<file path="src/hw/rtl/qmb_pkg.sv">
// Package for the queued mailbox: command and status codes, field widths and
// the controller-to-datapath command struct. No dependencies.
package qmb_pkg;

  localparam int CMD_W    = 2;
  localparam int TAG_W    = 8;
  localparam int PAY_W    = 56;
  localparam int REC_W    = TAG_W + PAY_W;
  localparam int WORD_W   = 32;
  localparam int SEQ_W    = 32;
  localparam int STATUS_W = 3;

  typedef enum logic [CMD_W-1:0] {
    CMD_PUSH = 2'd0,
    CMD_PUMP = 2'd1,
    CMD_RECV = 2'd2,
    CMD_NONE = 2'd3
  } cmd_code_t;

  typedef enum logic [STATUS_W-1:0] {
    ST_DONE    = 3'd0,
    ST_FULL    = 3'd1,
    ST_BUSY    = 3'd2,
    ST_EMPTY   = 3'd3,
    ST_NOTHING = 3'd4
  } status_code_t;

  // Strobes from the controller to the datapath.
  typedef struct packed {
    logic load;  // capture the incoming command fields
    logic exec;  // carry out the captured command and load the result
  } ctrl_cmd_t;

endpackage

</file>
<file path="src/hw/rtl/qmb_ctrl.sv">
// Controller state machine for the queued mailbox: sequences capture,
// execution and result transfer. Depends on qmb_pkg.
module qmb_ctrl (
  input  logic               clk,
  input  logic               rst,
  input  logic               in_valid,
  output logic               in_ready,
  output logic               out_valid,
  input  logic               out_ready,
  output qmb_pkg::ctrl_cmd_t cmd
);

  typedef enum logic [2:0] {
    S_IDLE = 3'b001,
    S_EXEC = 3'b010,
    S_RESP = 3'b100
  } state_t;

  state_t state;
  state_t state_next;

  always_ff @(posedge clk) begin
    if (rst) begin
      state <= S_IDLE;
    end else begin
      state <= state_next;
    end
  end

  always_comb begin
    state_next = state;
    in_ready   = 1'b0;
    out_valid  = 1'b0;
    cmd        = '0;
    unique case (state)
      S_IDLE: begin
        in_ready = 1'b1;
        if (in_valid) begin
          cmd.load   = 1'b1;
          state_next = S_EXEC;
        end
      end
      S_EXEC: begin
        cmd.exec   = 1'b1;
        state_next = S_RESP;
      end
      S_RESP: begin
        out_valid = 1'b1;
        if (out_ready) begin
          state_next = S_IDLE;
        end
      end
      default: begin
        state_next = S_IDLE;
      end
    endcase
  end

endmodule

</file>
<file path="config.mk">
export PLATFORM = sky130hd
export DESIGN_NAME = qmb_ctrl
export DESIGN_NICKNAME = d
export VERILOG_FILES = /design/src/hw/rtl/qmb_pkg.sv /design/src/hw/rtl/qmb_ctrl.sv
export SDC_FILE = /design/constraint.sdc
export NUM_CORES = 1
export LEC_CHECK = 0
export BUFFER_PORTS_ARGS = -buffer_cell sky130_fd_sc_hd__buf_2
export CELL_PAD_IN_SITES_DETAIL_PLACEMENT = 0
export CELL_PAD_IN_SITES_GLOBAL_PLACEMENT = 2
export CORE_AREA = 2 2 39 41
export CTS_BUF_LIST = sky130_fd_sc_hd__clkbuf_2 sky130_fd_sc_hd__clkbuf_4 sky130_fd_sc_hd__clkbuf_8
export DETAILED_ROUTE_END_ITERATION = 10
export DIE_AREA = 0 0 41 43
export HOLD_SLACK_MARGIN = 0.05
export PLACE_DENSITY = 0.46
export RECOVER_POWER = 50
export REMOVE_ABC_BUFFERS = 1
export SYNTH_ARGS = -nofsm -noshare
export SYNTH_HDL_FRONTEND = slang
export SYNTH_SLANG_ARGS = --single-unit
</file>
<file path="constraint.sdc">
create_clock -name clk -period 2.45 [get_ports clk]
set_input_delay 0.1225 -clock clk [delete_from_list [all_inputs] [get_ports clk]]
set_output_delay 0.1225 -clock clk [all_outputs]
set_load 0.02 [all_outputs]
</file>
==> reports/qor.yml, run 1 <==
synth:
  syn-mean-instance-area_sq_um: 9.931
  synth_area_leaders: "dfxtp_1, or3b_2, nor3b_1, or4bb_4, or4b_1"
  synth_area_sq_um: 158.9
  netlist_instances: 16
  yosysSeqAreaShare: 0.3780
  synth_top_area_frac: 0.3780
  yosys_warnings: 0
  ys_ff_latch: 3
  yosysTopAreaCell: "dfxtp_1"
  synth.distinct_cells: 11
layout:
  largest-register: "state"
  fin_util: 0.1664
  n_antenna_cell: 0
  largest_reg_flops: 3
  largest_registers: "state: 3 flops"
  fin_nets: 31
  fillers: 168
  drive_gt1_frac: 0.4231
  areaGrowthSynthToFinish_pct: 44.88
clocking:
  clk_path_buf_depth: 2
  cts_tree: "built"
  cts_setup_buffers: 0
  numCtsBuffers: 3
  clock_sinks: 3
  clk_pin_slew_ns: 0.04
  clkLatencyLatePin_ns: 0.23
  holdBufCountCts: 0
  cts_resized: 0
  htreeDepth: 1
  clockRootBuffer: "clkbuf_4"
run:
  cap_viol_max_count: 0
route:
  vias: 148
  avgViaCountPerCell: 3.524
  ant_nets: 0
  drtIter0Drc: 0
  wl_per_cell_um: 7.667
  wl_um: 322
  drc_errors: 0
  dr.pass1.iters: 1
floorplanning:
  die_area_sq_mm: 0.001763
  io_pins: 8
  die_x_um: 41
  start_util: 0.1148
  core_sq_mm: 0.001384
  die_y_um: 43
  core.rowCount: 14
worst_hold_path:
  worstHoldEndpoint: "state[1]$_SDFFE_PP0P_"
  whs_path_depth: 2
  worstHoldStart: "rst"
  hold_path.class: "primary input to flip-flop"
global_routing:
  grt_first_pass_wirelength_um: 483
  grt_antenna_before_repair: 0
  grt_pass1_vias: 146
  grt_start_max_net_pins: 8
  grt.total_usage: 0.05030
  grt.overflow.total: 0
setup_path:
  crit_path_end_kind: "primary output"
  cp_slowest_stage_delay_ns: 0.55
  worstPathRequired_ns: 2.33
  reg2reg_depth: 2
  start_kind: "flip-flop"
  worstPathMaxFanout: 6
  crit_type: "flip-flop to primary output"
  rr_startpoint: "state[0]$_SDFFE_PP1P_"
  worstReg2RegEnd: "state[0]$_SDFFE_PP1P_"
  crit_slowest_cell: "or4bb_1"
  regToRegSetupSlack_ns: 1.19
  critical_path_arrival_ns: 1.38
  path_cells: "or4bb_1, inv_1, buf_2"
power:
  power_density_mw_per_mm2: 742.1
  peakVddDrop_uv: 117.8
  power.internal_w: 0.0001321
  pwr-share-clk: 0.566
  power_leakage_nw: 0.1037
  swShare: 0.2266
  power_frac_seq: 0.323
  switchingPower_w: 0.00003872
  comb_power_share: 0.110
sta:
  fin_crit_sh: 0.6117
  setup_viol: 0
  max_freq_mhz: 667.3
  timing.slew.headroom: 0.8347
  min_period_ns: 1.499
  rsz0062_at_grt: "false"
  skew_ns: 0.0002612
  worst_slew_pin_slew_ns: 0.2490
  slew_viol_final: 0
  hold_viol_final: 0
  tns_ns: 0
placed_design:
  gp_congestion: 0.6095
  numPortBuffers: 7
run_status:
  status: "complete, no violations"
## per-stage QoR
stage	hold WS [ns]	power (W)	worst slack (ns)	std cells	cell area (sq um)
3_3_place_gp	0.3340	0.00007729	1.190	38	206.4
6_report	0.09055	0.0001709	0.9514	42	230.2
5_1_grt	0.09397	0.0001817	0.8762	42	230.2
2_1_floorplan	0.1943	0.00006893	1.237	15	151.4
3_5_place_dp	0.3278	0.00007713	1.184	38	206.4
4_1_cts	0.08135	0.0001781	0.9294	42	236.5
## worst max path at each step
stage                                      from                     to  slack [ns]  cells after the start
after floorplan           state[0]$_SDFFE_PP1P_  state[0]$_SDFFE_PP1P_        1.24                      2
after global placement    state[0]$_SDFFE_PP1P_  state[0]$_SDFFE_PP1P_        1.19                      2
after detailed placement  state[0]$_SDFFE_PP1P_  state[0]$_SDFFE_PP1P_        1.18                      2
after CTS                 state[0]$_SDFFE_PP1P_                 cmd[1]        0.93                      3
after global routing      state[0]$_SDFFE_PP1P_                 cmd[1]        0.88                      3
final                     state[0]$_SDFFE_PP1P_                 cmd[1]        0.95                      3
## per-layer routing
metal	track usage	part of all wire
met1	0.02589	0.31
met2	0.06563	0.61
met3	0.03141	0.028
met4	0.1000	0.047
met5	0	0
## worst max-delay path: cells and delay by family (launching register included)
kind	cells	cell delay [ns]
and+or+nand+nor	1	0.55
DFF	1	0.38
buffers and inverters	2	0.22
## power groups by stage
stage | logic [W] | registers [W] | clock network, W
2_1_floorplan | 0.0000139 | 0.0000551 | 0
3_3_place_gp | 0.0000213 | 0.0000560 | 0
3_5_place_dp | 0.0000212 | 0.0000560 | 0
4_1_cts | 0.0000211 | 0.0000553 | 0.000102
5_1_grt | 0.0000212 | 0.0000556 | 0.000105
6_report | 0.0000189 | 0.0000552 | 0.0000968
## cells in the mapped netlist, drive strengths merged
cell / instances
or3b: 2
nand2b: 1
a211oi: 1
nor2: 1
a31o: 1
inv: 2
or4bb: 1
nor3b: 2
buf: 1
dfxtp: 3
or4b: 1
## final cells by class
class,instances,area [sq um],share of cell area
Timing Repair Buffer,7,32.53,0.1413
Sequential cell,3,60.06,0.2609
Inverter,2,7.507,0.03261
Multi-Input combinational cell,10,80.08,0.3478
Clock buffer,4,30.03,0.1304
Tap cell,16,20.02,0.08696
## cells in the final DEF (no fill, tap or decap)
master,count
clkbuf_4,4
or4bb_1,1
nor2_1,1
a211oi_1,1
dfxtp_1,3
buf_2,5
inv_1,2
or4b_1,1
a31o_1,1
nand2b_1,1
or3b_2,2
clkbuf_1,2
nor3b_1,2
## kinds of logic after synthesis
| kind of cell | synth area share |
|---|---|
| buf+inv | 0.09452 |
| flops | 0.3780 |
| compound gates | 0.1024 |
| simple gates | 0.4252 |
No activity file was read; power rests on OpenSTA's default activity.
==> run 2: changes to the inputs <==
--- a/config.mk
+++ b/config.mk
@@ -13,7 +13,7 @@
 export DETAILED_ROUTE_END_ITERATION = 10
 export DIE_AREA = 0 0 41 43
 export HOLD_SLACK_MARGIN = 0.05
-export PLACE_DENSITY = 0.46
+export PLACE_DENSITY = 0.47
 export RECOVER_POWER = 50
 export REMOVE_ABC_BUFFERS = 1
 export SYNTH_ARGS = -nofsm -noshare
==> constraint.sdc (replaced) <==
create_clock -name clk -period 1.25 [get_ports clk]
set_input_delay 0.0625 -clock clk [delete_from_list [all_inputs] [get_ports clk]]
set_output_delay 0.0625 -clock clk [all_outputs]
set_load 0.02 [all_outputs]
==> reports/qor.yml, run 2 (same netlist as run 1, synthesis figures left out) <==
sta:
  fin_crit_sh: 1.056
  skew_ns: 0.002007
  rsz0062_at_grt: "true"
  hold_viol_final: 0
  worst_slew_pin_slew_ns: 0.1366
  slew_viol_final: 0
  timing.slew.headroom: 0.9088
  min_period_ns: 1.320
  setup_viol: 2
  holdWs_ns: 0.1155
  setup_slack_ns: -0.06991
  max_freq_mhz: 757.6
global_routing:
  grt.total_usage: 0.07028
  grt_first_pass_wirelength_um: 745
  grt_pass1_vias: 212
  grt_start_max_net_pins: 6
  grt.overflow.total: 0
  grt_antenna_before_repair: 0
clocking:
  clk_pin_slew_ns: 0.04
  clkLatencyLatePin_ns: 0.23
  clockRootBuffer: "clkbuf_4"
  clock_sinks: 3
  numCtsBuffers: 3
  htreeDepth: 1
  cts_tree: "built"
  clk_path_buf_depth: 2
layout:
  drive_gt1_frac: 0.8485
  register_area_sq_um: 66.31
  n_antenna_cell: 0
  largest-register: "state"
  layout_common_cells: "buf_4, clkbuf_4, buf_2"
  fin_nets: 38
  largest_registers: "state: 3 flops"
  multiInputGateArea_sq_um: 101.3
  largest_reg_flops: 3
  areaGrowthSynthToFinish_pct: 109.4
  final_common_cell: "buf_4"
  fillers: 153
route:
  wl_per_cell_um: 8.490
  wl_um: 416
  ant_nets: 0
  drc_errors: 0
  drtIter0Drc: 0
  avgViaCountPerCell: 3.653
  vias: 179
  dr.pass1.iters: 1
setup_path:
  regToRegSetupSlack_ns: -0.06
  start_kind: "flip-flop"
  worstPathMaxFanout: 3
  crit_type: "flip-flop to primary output"
  worstPathRequired_ns: 1.19
  crit_path_end_kind: "primary output"
  critical_path_arrival_ns: 1.26
floorplanning:
  core.rowCount: 14
  core_sq_mm: 0.001384
  start_util: 0.1148
  die_area_sq_mm: 0.001763
  die_x_um: 41
  io_pins: 8
  die_y_um: 43
power:
  peakVddDrop_uv: 246.1
  power_density_mw_per_mm2: 1127
  power_leakage_nw: 0.1499
  fin_total_pwr_w: 0.0003752
run:
  cap_viol_max_count: 0
run_status:
  violations: "negative setup slack"
  status: "finished with violations"
worst_hold_path:
  hold_path.class: "primary input to flip-flop"
placed_design:
  gp_congestion: 0.5926
  dpl.hpwl_um: 300.1
  numPortBuffers: 7
[run 2: through the flow]
stage / std cells / TNS (ns) / cell area [sq um] / setup slack [ns] / util
floorplan: 15 / 0 / 151.4 / 0.03727 / -
global placement: 40 / 0 / 221.5 / 0.02273 / 0.1600
detailed placement: 40 / 0 / 221.5 / 0.02407 / 0.1600
CTS: 49 / -0.2213 / 306.5 / -0.08662 / 0.2215
global route: 49 / -0.1991 / 332.8 / -0.1116 / 0.2405
finish: 49 / -0.1258 / 332.8 / -0.06991 / 0.2405
[run 2: final cells by class]
class,instances,area share
tap,16,0.06015
inverter,2,0.02256
clock buffer,4,0.09023
multi-input combinational,10,0.3045
sequential,3,0.1992
timing repair buffer,14,0.3233
[run 2: path summary, 6_finish.rpt]
check,startpoint,end,depth (start not counted)
worst max-delay path,state[1]$_SDFFE_PP0P_,cmd[1],3
worst min-delay path,out_ready,state[2]$_SDFFE_PP0P_,3
worst max register to register,state[1]$_SDFFE_PP0P_,state[0]$_SDFFE_PP1P_,3
worst min register to register,state[0]$_SDFFE_PP1P_,state[0]$_SDFFE_PP1P_,2
[run 2: worst max-delay path: stages (launching register included)]
cell	delay [ns]
dfxtp_2	0.32
or4bb_4	0.54
inv_2	0.07
buf_6	0.10
[run 2: where the power goes]
part	total (W)	switching [W]	internal (W)
Sequential	0.000104	0.00000342	0.000101
Clock	0.000193	0.0000516	0.000141
Combinational	0.0000783	0.0000322	0.0000461
Total	0.000375	0.0000872	0.000288
[run 2: layer usage]
metal / vias to the layer above / track usage / routed length, um
met5: - / 0 / 0
met4: 0 / 0.1000 / 0
met3: 0 / 0.03141 / 26
met2: 3 / 0.1000 / 239
met1: 84 / 0.05466 / 151
li1: 92 / - / -
[run 2: repair_timing]
item / 4_1_cts / 5_1_grt
endpoints found under the hold margin: 3 / 0
cloned: 0 / 0
setup buffers: 4 / 0
hold buffers: 1 / 0
pin swaps: 1 / 2
setup endpoints to repair: 2 / 6
resized for setup: 8 / 8
